--- src/sv/fpcs_pkg.sv ---
// Shared types, codes and rule arithmetic for the four-point curve subdivider.
package fpcs_pkg;

	localparam int ADDR_W  = 7;
	localparam int LVL_W   = 3;
	localparam int CNT_W   = 6;
	localparam int MAX_OUT = 33;

	localparam logic [2:0] ACT_LOAD    = 3'd0;
	localparam logic [2:0] ACT_OPEN    = 3'd1;
	localparam logic [2:0] ACT_SIX     = 3'd2;
	localparam logic [2:0] ACT_ADV     = 3'd3;
	localparam logic [2:0] ACT_ADV_END = 3'd4;

	localparam logic [2:0] SRC_RD   = 3'd0;
	localparam logic [2:0] SRC_LOOK = 3'd1;
	localparam logic [2:0] SRC_STG0 = 3'd2;
	localparam logic [2:0] SRC_STG1 = 3'd3;
	localparam logic [2:0] SRC_STG2 = 3'd4;
	localparam logic [2:0] SRC_STG3 = 3'd5;
	localparam logic [2:0] SRC_STG4 = 3'd6;

	typedef struct packed {
		logic signed [31:0] x;
		logic signed [31:0] y;
	} pt_t;

	typedef struct packed {
		logic [32:0] s;
		logic [34:0] t;
	} pre_t;

	typedef struct packed {
		logic                          rule;
		logic                          brk;
		logic                          more;
		logic [3:0][2:0]               src;
		logic [3:0][ADDR_W-1:0]        addr;
		logic [ADDR_W-1:0]             waddr;
	} uop_t;

	typedef struct packed {
		logic              accept;
		logic              rd_en;
		logic [ADDR_W-1:0] rd_addr;
		logic              cap_en;
		logic [1:0]        cap_idx;
		logic [2:0]        cap_src;
		logic              rule_s1;
		logic              rule_s2;
		logic              wr_en;
		logic              wr_rule;
		logic [ADDR_W-1:0] wr_addr;
		logic              look_ld;
		logic              fn_clr;
		logic              fn_prev;
		logic              fn_dist;
		logic              fn_max;
		logic              out_ld;
		logic              out_final;
	} dp_cmd_t;

	typedef struct packed {
		logic fn_ge;
		logic out_free;
	} dp_stat_t;

	// s = b+c, t = s-a-d, exact
	function automatic pre_t rule_pre(input logic [31:0] a, input logic [31:0] b,
			input logic [31:0] c, input logic [31:0] d);
		pre_t p;
		p.s = {b[31], b} + {c[31], c};
		p.t = {{2{p.s[32]}}, p.s} - {{3{a[31]}}, a} - {{3{d[31]}}, d};
		return p;
	endfunction

	// s/2 + t/16 truncating toward zero, saturated to 32 bits
	function automatic logic [31:0] rule_fin(input pre_t p);
		logic [32:0] sb;
		logic [34:0] tb;
		logic [35:0] r;
		sb = p.s + {32'd0, p.s[32]};
		tb = p.t + (p.t[34] ? 35'd15 : 35'd0);
		r  = {{4{sb[32]}}, sb[32:1]} + {{5{tb[34]}}, tb[34:4]};
		if (r[35:31] == 5'b00000 || r[35:31] == 5'b11111) begin
			return r[31:0];
		end
		return r[35] ? 32'h8000_0000 : 32'h7fff_ffff;
	endfunction

endpackage

--- src/sv/fpcs_ctrl.sv ---
// Controller: request intake, setup micro-ops, refinement loop, step scan and emit sequencing.
module fpcs_ctrl #(
	parameter int MAX_LEVEL    = 5,
	parameter int SEGMENT_SPAN = 32
) (
	input  logic                clk,
	input  logic                arst_n,
	input  logic                point_valid,
	output logic                point_stall,
	input  logic [2:0]          action,
	output fpcs_pkg::dp_cmd_t   cmd,
	input  fpcs_pkg::dp_stat_t  stat
);
	import fpcs_pkg::*;

	localparam logic [4:0] S_IDLE   = 5'd0;
	localparam logic [4:0] S_G_ISS  = 5'd1;
	localparam logic [4:0] S_G_CAP  = 5'd2;
	localparam logic [4:0] S_R1     = 5'd3;
	localparam logic [4:0] S_R2     = 5'd4;
	localparam logic [4:0] S_WR     = 5'd5;
	localparam logic [4:0] S_RF_CHK = 5'd6;
	localparam logic [4:0] S_FN_RD0 = 5'd7;
	localparam logic [4:0] S_FN_C0  = 5'd8;
	localparam logic [4:0] S_FN_RD  = 5'd9;
	localparam logic [4:0] S_FN_C   = 5'd10;
	localparam logic [4:0] S_FN_M   = 5'd11;
	localparam logic [4:0] S_FN_END = 5'd12;
	localparam logic [4:0] S_RF_NXT = 5'd13;
	localparam logic [4:0] S_RF_DON = 5'd14;
	localparam logic [4:0] S_EM_RD  = 5'd15;
	localparam logic [4:0] S_EM_CAP = 5'd16;

	localparam logic [ADDR_W-1:0] A_0    = '0;
	localparam logic [ADDR_W-1:0] A_L    = ADDR_W'(SEGMENT_SPAN);
	localparam logic [ADDR_W-1:0] A_2L   = ADDR_W'(2 * SEGMENT_SPAN);
	localparam logic [ADDR_W-1:0] A_3L   = ADDR_W'(3 * SEGMENT_SPAN);
	localparam logic [ADDR_W-1:0] A_H    = ADDR_W'(SEGMENT_SPAN / 2);
	localparam logic [ADDR_W-1:0] A_HL   = ADDR_W'(SEGMENT_SPAN / 2 + SEGMENT_SPAN);
	localparam logic [ADDR_W-1:0] A_H2L  = ADDR_W'(SEGMENT_SPAN / 2 + 2 * SEGMENT_SPAN);
	localparam logic [ADDR_W-1:0] LEN1_0 = ADDR_W'(SEGMENT_SPAN / 4);
	localparam logic [ADDR_W-1:0] LEN2_0 = ADDR_W'(3 * (SEGMENT_SPAN / 4));
	localparam logic [ADDR_W-1:0] DLT_0  = ADDR_W'(2 * (SEGMENT_SPAN / 4));

	logic [4:0]        state_q;
	logic [2:0]        act_q;
	logic [3:0]        step_q;
	logic [1:0]        k_q;
	logic              in_ref_q;
	logic              more_q;
	logic [LVL_W-1:0]  level_q;
	logic [LVL_W-1:0]  refine_level_q;
	logic [ADDR_W-1:0] len1_q;
	logic [ADDR_W-1:0] len2_q;
	logic [ADDR_W-1:0] delta_q;
	logic [ADDR_W-1:0] i_q;
	logic [ADDR_W-1:0] j_q;
	logic [ADDR_W-1:0] em_i_q;
	logic [CNT_W-1:0]  n_q;
	uop_t              op;
	logic              accept;
	logic              last_k;
	logic              em_final;
	logic [ADDR_W-1:0] s_lvl;
	logic [ADDR_W-1:0] s_em;
	logic [ADDR_W-1:0] i_nxt;

	function automatic logic [ADDR_W-1:0] spacing(input logic [LVL_W-1:0] lv);
		logic [ADDR_W-1:0] s;
		s = A_L >> lv;
		return (s == '0) ? ADDR_W'(1) : s;
	endfunction

	function automatic uop_t mk_copy(input logic [2:0] src, input logic [ADDR_W-1:0] ra,
			input logic [ADDR_W-1:0] wa);
		uop_t u;
		u         = '0;
		u.src[0]  = src;
		u.addr[0] = ra;
		u.waddr   = wa;
		return u;
	endfunction

	// operands listed a,b,c,d
	function automatic uop_t mk_rule(input logic [2:0] sa, input logic [2:0] sb,
			input logic [2:0] sc, input logic [2:0] sd, input logic [ADDR_W-1:0] wa);
		uop_t u;
		u       = '0;
		u.rule  = 1'b1;
		u.src   = {sd, sc, sb, sa};
		u.waddr = wa;
		return u;
	endfunction

	assign accept      = point_valid && !point_stall;
	assign point_stall = state_q != S_IDLE;
	assign s_lvl       = spacing(level_q);
	assign s_em        = spacing(refine_level_q);
	assign i_nxt       = i_q + delta_q;
	assign em_final    = (em_i_q + s_em > A_2L) || (n_q == CNT_W'(MAX_OUT - 1));

	always_comb begin
		op = '0;
		if (in_ref_q) begin
			op.rule  = 1'b1;
			op.src   = {SRC_RD, SRC_RD, SRC_RD, SRC_RD};
			op.addr  = {i_q + len2_q, i_q + len1_q, i_q - len1_q, i_q - len2_q};
			op.waddr = i_q;
		end else if (act_q == ACT_OPEN) begin
			case (step_q)
				4'd0: op = mk_copy(SRC_STG2, A_0, A_0);
				4'd1: op = mk_copy(SRC_STG2, A_0, A_L);
				4'd2: op = mk_copy(SRC_STG3, A_0, A_2L);
				4'd3: op = mk_copy(SRC_STG4, A_0, A_3L);
				4'd4: op = mk_rule(SRC_STG2, SRC_STG2, SRC_STG3, SRC_STG4, A_H);
				4'd5: op = mk_rule(SRC_STG2, SRC_STG2, SRC_STG3, SRC_STG4, A_HL);
				4'd6: begin
					op      = mk_rule(SRC_STG2, SRC_STG3, SRC_STG4, SRC_LOOK, A_H2L);
					op.brk  = 1'b1;
					op.more = 1'b1;
				end
				4'd7: op = mk_rule(SRC_STG2, SRC_STG2, SRC_STG2, SRC_STG3, A_H);
				4'd8: op = mk_rule(SRC_STG2, SRC_STG2, SRC_STG3, SRC_STG4, A_HL);
				default: begin
					op     = mk_rule(SRC_STG2, SRC_STG3, SRC_STG4, SRC_LOOK, A_H2L);
					op.brk = 1'b1;
				end
			endcase
		end else if (act_q == ACT_SIX) begin
			case (step_q)
				4'd0: op = mk_copy(SRC_STG1, A_0, A_0);
				4'd1: op = mk_copy(SRC_STG2, A_0, A_L);
				4'd2: op = mk_copy(SRC_STG3, A_0, A_2L);
				4'd3: op = mk_copy(SRC_STG4, A_0, A_3L);
				4'd4: op = mk_rule(SRC_STG0, SRC_STG1, SRC_STG2, SRC_STG3, A_H);
				4'd5: op = mk_rule(SRC_STG1, SRC_STG2, SRC_STG3, SRC_STG4, A_HL);
				default: begin
					op     = mk_rule(SRC_STG2, SRC_STG3, SRC_STG4, SRC_LOOK, A_H2L);
					op.brk = 1'b1;
				end
			endcase
		end else begin
			case (step_q)
				4'd0: op = mk_copy(SRC_RD, A_L, A_0);
				4'd1: op = mk_copy(SRC_RD, A_2L, A_L);
				4'd2: op = mk_copy(SRC_RD, A_3L, A_2L);
				4'd3: op = mk_copy(SRC_LOOK, A_0, A_3L);
				4'd4: op = mk_copy(SRC_RD, A_HL, A_H);
				4'd5: op = mk_copy(SRC_RD, A_H2L, A_HL);
				default: begin
					op      = mk_rule(SRC_RD, SRC_RD, SRC_RD, SRC_LOOK, A_H2L);
					op.addr = {A_0, A_3L, A_2L, A_L};
					op.brk  = 1'b1;
				end
			endcase
		end
	end

	assign last_k = op.rule ? (k_q == 2'd3) : (k_q == 2'd0);

	always_comb begin
		cmd           = '0;
		cmd.accept    = accept;
		cmd.cap_idx   = k_q;
		cmd.cap_src   = op.src[k_q];
		cmd.wr_rule   = op.rule;
		cmd.wr_addr   = op.waddr;
		cmd.out_final = em_final;
		case (state_q)
			S_G_ISS: begin
				cmd.rd_en   = 1'b1;
				cmd.rd_addr = op.addr[k_q];
			end
			S_G_CAP:  cmd.cap_en  = 1'b1;
			S_R1:     cmd.rule_s1 = 1'b1;
			S_R2:     cmd.rule_s2 = 1'b1;
			S_WR: begin
				cmd.wr_en   = 1'b1;
				// advance with point: old lookahead went to the buffer, new one enters
				cmd.look_ld = !in_ref_q && act_q == ACT_ADV && step_q == 4'd3;
			end
			S_FN_RD0: begin
				cmd.rd_en   = 1'b1;
				cmd.rd_addr = A_L;
				cmd.fn_clr  = 1'b1;
			end
			S_FN_C0:  cmd.fn_prev = 1'b1;
			S_FN_RD: begin
				cmd.rd_en   = j_q <= A_2L;
				cmd.rd_addr = j_q;
			end
			S_FN_C:   cmd.fn_dist = 1'b1;
			S_FN_M:   cmd.fn_max  = 1'b1;
			S_EM_RD: begin
				cmd.rd_en   = 1'b1;
				cmd.rd_addr = em_i_q;
			end
			S_EM_CAP: cmd.out_ld = stat.out_free;
			default: ;
		endcase
	end

	always_ff @(posedge clk or negedge arst_n) begin
		if (!arst_n) begin
			state_q        <= S_IDLE;
			act_q          <= ACT_LOAD;
			step_q         <= '0;
			k_q            <= '0;
			in_ref_q       <= 1'b0;
			more_q         <= 1'b0;
			level_q        <= LVL_W'(1);
			refine_level_q <= LVL_W'(1);
			len1_q         <= '0;
			len2_q         <= '0;
			delta_q        <= '0;
			i_q            <= '0;
			j_q            <= '0;
			em_i_q         <= '0;
			n_q            <= '0;
		end else begin
			case (state_q)
				S_IDLE: begin
					if (accept && action inside {[ACT_OPEN:ACT_ADV_END]}) begin
						act_q    <= action;
						step_q   <= '0;
						k_q      <= '0;
						in_ref_q <= 1'b0;
						state_q  <= S_G_ISS;
					end
				end
				S_G_ISS: state_q <= S_G_CAP;
				S_G_CAP: begin
					if (last_k) begin
						k_q     <= '0;
						state_q <= op.rule ? S_R1 : S_WR;
					end else begin
						k_q     <= k_q + 2'd1;
						state_q <= S_G_ISS;
					end
				end
				S_R1: state_q <= S_R2;
				S_R2: state_q <= S_WR;
				S_WR: begin
					if (in_ref_q) begin
						i_q     <= i_nxt;
						state_q <= (i_nxt <= A_2L + len1_q) ? S_G_ISS : S_RF_NXT;
					end else begin
						step_q <= step_q + 4'd1;
						if (op.brk) begin
							more_q  <= op.more;
							level_q <= LVL_W'(1);
							len1_q  <= LEN1_0;
							len2_q  <= LEN2_0;
							delta_q <= DLT_0;
							state_q <= S_RF_CHK;
						end else begin
							state_q <= S_G_ISS;
						end
					end
				end
				S_RF_CHK: begin
					if (level_q < LVL_W'(MAX_LEVEL) && len1_q != '0 && delta_q != '0) begin
						state_q <= S_FN_RD0;
					end else begin
						state_q <= S_RF_DON;
					end
				end
				S_FN_RD0: state_q <= S_FN_C0;
				S_FN_C0: begin
					j_q     <= A_L + s_lvl;
					state_q <= S_FN_RD;
				end
				S_FN_RD: state_q <= (j_q > A_2L) ? S_FN_END : S_FN_C;
				S_FN_C: begin
					j_q     <= j_q + s_lvl;
					state_q <= S_FN_M;
				end
				S_FN_M: state_q <= S_FN_RD;
				S_FN_END: begin
					if (stat.fn_ge) begin
						i_q      <= A_L - len1_q;
						k_q      <= '0;
						in_ref_q <= 1'b1;
						state_q  <= S_G_ISS;
					end else begin
						state_q <= S_RF_DON;
					end
				end
				S_RF_NXT: begin
					level_q  <= level_q + LVL_W'(1);
					len1_q   <= len1_q >> 1;
					len2_q   <= len2_q >> 1;
					delta_q  <= delta_q >> 1;
					in_ref_q <= 1'b0;
					state_q  <= S_RF_CHK;
				end
				S_RF_DON: begin
					refine_level_q <= level_q;
					if (more_q) begin
						more_q  <= 1'b0;
						k_q     <= '0;
						state_q <= S_G_ISS;
					end else begin
						em_i_q  <= A_L;
						n_q     <= '0;
						state_q <= S_EM_RD;
					end
				end
				S_EM_RD: state_q <= S_EM_CAP;
				S_EM_CAP: begin
					if (stat.out_free) begin
						if (em_final) begin
							state_q <= S_IDLE;
						end else begin
							em_i_q  <= em_i_q + s_em;
							n_q     <= n_q + CNT_W'(1);
							state_q <= S_EM_RD;
						end
					end
				end
				default: state_q <= S_IDLE;
			endcase
		end
	end

endmodule

--- config.mk ---
export PLATFORM = sky130hd
export DESIGN_NAME = fpcs_ctrl
export DESIGN_NICKNAME = d
export VERILOG_FILES = /design/src/sv/fpcs_pkg.sv /design/src/sv/fpcs_ctrl.sv
export SDC_FILE = /design/constraint.sdc
export NUM_CORES = 1
export LEC_CHECK = 0
export BUFFER_PORTS_ARGS = -buffer_cell sky130_fd_sc_hd__buf_4
export CORE_MARGIN = 10
export CORE_UTILIZATION = 42
export DETAILED_ROUTE_END_ITERATION = 16
export GPL_ROUTABILITY_DRIVEN = 0
export HOLD_SLACK_MARGIN = 0.08
export PLACE_DENSITY_LB_ADDON = 0.3
export SLEW_MARGIN = 20
export SYNTH_ARGS = -nofsm -noshare
export SYNTH_HDL_FRONTEND = slang
export SYNTH_SLANG_ARGS = --single-unit
--- constraint.sdc ---
create_clock -name clk -period 3.85 [get_ports clk]
set_clock_uncertainty 0.2 [all_clocks]
set_input_delay 0 -clock clk [delete_from_list [all_inputs] [get_ports clk]]
set_output_delay 0 -clock clk [all_outputs]
set_load 0.02 [all_outputs]
-- Word level (Yosys, flattened, before mapping)
Memories as Yosys holds them, arrays and structs flattened.
Cells that the tools add are included.
- register bits after elaboration: 70
- bits in read-only memories: 256
- bits of input ports: 8
- memories kept: 1
- memories (name ; words ; bits a word ; read ports ; clocked after memory_dff ; wr ports ; RTL line ; RTL):
    (name not given) ; 16 ; 16 ; 1 ; 0 ; 0 ; fpcs_ctrl.sv:110 ; case (step_q)
- add/subtract/negate cells: 14
- order comparisons: 8
- equality and inequality tests: 35
- shift operators: 2
- mux-type cells: 76
- reductions and logical operators: 36
- operators by type and width (cell ; count):
    $pmux W50 S6 ; 2
    $mux W50 ; 2
    $mux W7 ; 14
    $pmux W7 S2 ; 6
    $pmux W5 S16 ; 1
    $mux W47 ; 1
    $eq A5 B4 Y1 const B ; 8
    $add A7 B7 Y7 ; 5
    $mux W4 ; 8
    $pmux W8 S4 ; 1
    $mux W3 ; 7
    $eq A5 B3 Y1 const B ; 4
    $mux W6 ; 3
    $ne A2 B2 Y1 const B ; 9
    $mux W1 ; 16
    $reduce_and A3 Y1 ; 5
    $bmux W7 S2 ; 1
    $gt A7 B7 Y1 const B ; 2
    $logic_not A7 Y1 ; 2
    $reduce_bool A7 Y1 ; 2
    $shr A6 B3 Y7 const A ; 2
    $sub A7 B7 Y7 ; 2
    $pmux W6 S2 ; 1
    $reduce_bool A2 Y1 ; 6
    43 further kinds ; 61

-- Depth between registers and ports, before layout
- depth in word-level cells: 9
- depth in mapped cells: 13

-- Worst setup path before layout
OpenSTA, ideal clock, no wires.
- path type: flip-flop to output port
- start point: register delta_q[1] (netlist name)
- end point: output port cmd[30] in the netlist's numbering
- data arrival time: 2675 ps
- data required time: 3650 ps
- slack: 975 ps
- cell stages (with the launch flop): 10
- path buffers: 0
- path through: dfrtp_1 -> ha_1 -> inv_1 -> fa_1 -> a21o_1 -> a2111oi_0 -> xor2_1 -> a221oi_1 -> a21o_1 -> o21ai_0
- RTL lines (item ; RTL line ; RTL):
    to (decl) ; fpcs_ctrl.sv:11 ; output fpcs_pkg::dp_cmd_t cmd,

==> results.md <==
* CP bufs+invs at 2
* Normalized max-slew margin at 0.484
* R2r startpoint: refine_level_q[0]$_DFFE_PN1P_
* R2r setup slk at 0.46 ns
* Setup bufs post-CTS at 0
* Synth area leaders: dfrtp_1 (24%), ha_1 (11%), mux2i_1 (3.8%), nand2_1 (3.5%), nor2_1 (3.5%)
* Root Driver: clkbuf_16
* HPWL after DPL at 12,200 um
* Critical path launch point type: register
* CP Data Required Time at 3.65 ns
* Setup TNS at 0 ns
* Worst Reg-to-Reg Cells at 11
* Core ar. at 13,400 um^2
* Ys flop type: dfrtp_1
* Achievable Freq at 280 MHz
* Core Rows at 42
* Total Routed Length at 16,300 um
* Area leader, netlist: dfrtp_1
* Kind of critical path: reg2out
* Die X at 137 um
* Hold crit path type: in2async
* Nets at 783
* Dpl cell area at 6140 um^2
* Warnings from Yosys at 0
* CTS sink count at 58
* WHS at 0.0804 ns
* EDFF count, synth at 0
* Seq/Total Area, Yosys at 0.251
* Post-Synth XOR/XNOR Area at 0.0439
* # setup viols final at 0
* Most common cell on crit path: a21o_1
* Peak supply drop at 0.000460 V
* Static Leakage at 3.01 nW
* Tmin final at 3.57 ns
* Via count at 5,335
* Synth Area in Compound Gates at 0.225
* Ratio of cells with drive above 1 in the final layout at 0.119
* Outcome: completed
* Setup crit end kind: output port
* Flops & latches, synth at 58
* Num CTS Buffers at 9
* Total GRT Usage at 0.177
* Most common cell after layout, fill and taps aside: dfrtp_1
* Worst reg2reg endpoint: em_i_q[5]$_DFFE_PN0P_
* Final worst-path setup slack at 0.280 ns
* Async set or reset register ratio after synthesis at 1.00
* IO Pins at 42
* Vias per inst at 5.95
* Commonest non-fill, non-tap cells in the layout: dfrtp_1 (56), nor2_1 (54), nand2_1 (54), ha_1 (53), inv_1 (47)
* Synthesis-to-layout area growth at 12.8%
* Data arrival, critical path at 3.37 ns
* Gr ovfl total at 0
* Final hold vios at 0
* N_diodes at 0
* Tcrit/Tclk final at 0.927
* # DRC at 0
* Routed WL per cell at 18.2 um
* Worst Tran Pin Value at 0.774 ns
* Synth Area in Adders at 0.139
* Input/output buffers at 41
* Slew Limit Fails at 0
* First drt pass iteration count at 6
* Unrepaired setup endpoints after global routing: no
* Pre-CTS setup slack at 0.499 ns
* DRT iter0 DRCs at 485
* Critical Path Fanout Max at 9
* Initial Utilization at 0.432
* Max-Cap Viols at 0
* Synthesized area per cell at 8.37 um^2
* Cells after Synth at 692
* Clk_lat worst skew at 0.34 ns
* CTS max path bufs at 2
* Syn nets at 760
* Fill cell count at 1,272
* Post-synthesis simple-gate area fraction at 0.210
* Pwr Density at 784 nW/um^2
* Post-synth top area share at 0.242
* H-tree depth at 3
* Die Y-Extent at 137 um
* TritonCTS clock tree: yes
* Total die area at 18,900 um^2
* Initial antenna violation count at 0
* Design area at 6530 um^2
* Largest family of logic cells by synthesized area: compound AO/OA/AOI/OAI gates
* Crit path max-delay family: compound AO/OA/AOI/OAI gates
* DRT antenna net count at 0
* Mux contribution to synthesized area at 0.0652
* Dpl cells at 869
* Clock Pin Slew Worst Setup and Hold Paths at 0.06 ns
* Slowest-stage cell, CP: a2111oi_0
* Vias in the first global route at 5,336
* First-pass GRT wire length at 27,100 um
* CP peak stage delay at 0.61 ns
* Yosys cell types at 82
* Largest net degree at the start of global routing at 59
* Fin cells at 896
* PostCTS Resize Cnt at 0
* Syn Std Cell Area at 5790 um^2
* Critical path cell sequence: ha_1 > inv_1 > fa_1 > a21o_1 > a2111oi_0 > xor2_1 > a221oi_1 > a21o_1 > o21ai_0 > buf_4
==> repair_timing <==
| item | 4_1_cts | 5_1_grt |
|---|---|---|
| hold endpoints to repair | 80 | 0 |
| hold buffers | 11 | 0 |
| endpoints found under the setup margin | 0 | 0 |
==> worst max path at each step <==
stage	from	to	slack (ns)	cells past startpoint
floorplan	delta_q[1]$_DFFE_PN0P_	cmd[30]	0.98	9
global placement	refine_level_q[0]$_DFFE_PN1P_	em_i_q[5]$_DFFE_PN0P_	0.65	11
detailed placement	refine_level_q[0]$_DFFE_PN1P_	n_q[1]$_DFFE_PN0P_	0.50	11
CTS	delta_q[1]$_DFFE_PN0P_	cmd[30]	0.29	10
global route	delta_q[1]$_DFFE_PN0P_	cmd[30]	0.16	10
finish	delta_q[1]$_DFFE_PN0P_	cmd[30]	0.28	10
==> registers in the layout, summed over array words and instances (netlist names), 2 cells and up <==
signal and flops:
act_q 3, delta_q 4, em_i_q 7, i_q 7, j_q 7, k_q 2
len2_q 4, level_q 3, n_q 6, refine_level_q 3, state_q 5, step_q 4
==> through the flow <==
step / util / power [mW]
2_1_floorplan: - / 3.45
3_3_place_gp: 0.458 / 4.21
3_5_place_dp: 0.458 / 4.29
4_1_cts: 0.487 / 5.11
5_1_grt: 0.487 / 5.57
6_report: 0.487 / 5.12
==> power breakdown <==
part	switching, mW	leakage [nW]	internal, mW
logic	1.82	2.18	1.36
registers	0.386	0.700	0.797
clock network	0.304	0.131	0.452
total	2.51	3.01	2.61
==> logic make-up (layout without fill, tap and decap cells) <==
| logic type | count (synthesis) | after routing |
|---|---|---|
| compound gates | 190 | 190 |
| xor+xnor | 29 | 29 |
| buf+inv | 91 | 119 |
| fa+ha+maj | 60 | 60 |
| flops | 58 | 58 |
| simple gates | 231 | 231 |
| mux | 33 | 33 |
==> cell type report <==
class                           count  area (um^2)  share of cell area
Clock buffer                       10          239              0.0366
Clock inverter                      6         41.3             0.00632
Inverter                           48          180              0.0276
Multi-Input combinational cell    543         3960               0.606
Sequential cell                    58         1450               0.223
Tap cell                          176          220              0.0337
Timing Repair Buffer               55          440              0.0674
==> cells in the mapped netlist, types with 5 or more instances <==
cell type   n
o31ai_1     7
a21o_1      9
nand3_1    11
mux2i_1    22
nand2b_1   17
buf_4       6
inv_1      47
o21ai_0    36
a211oi_1    9
nor2b_1    15
nor3_1     20
xnor2_1    17
mux2_2      8
nor3b_1     6
a31oi_1     6
fa_1        7
a21oi_1    39
a22o_1     12
o21ai_1     5
a22oi_1     6
o211ai_1    5
dfrtp_1    56
or3_1       7
nor2_1     54
buf_2       6
clkbuf_1   28
and2_1      8
ha_1       53
nand2_1    54
a221oi_1    5
xor2_1     12
==> per-layer routing <==
| metal | wire length, um | global-route usage |
|---|---|---|
| met1 | 7260 | 0.227 |
| met2 | 7840 | 0.294 |
| met3 | 952 | 0.0382 |
| met4 | 242 | 0.0480 |
| met5 | 0 | 0 |
Power figures use the tool's default switching activity.
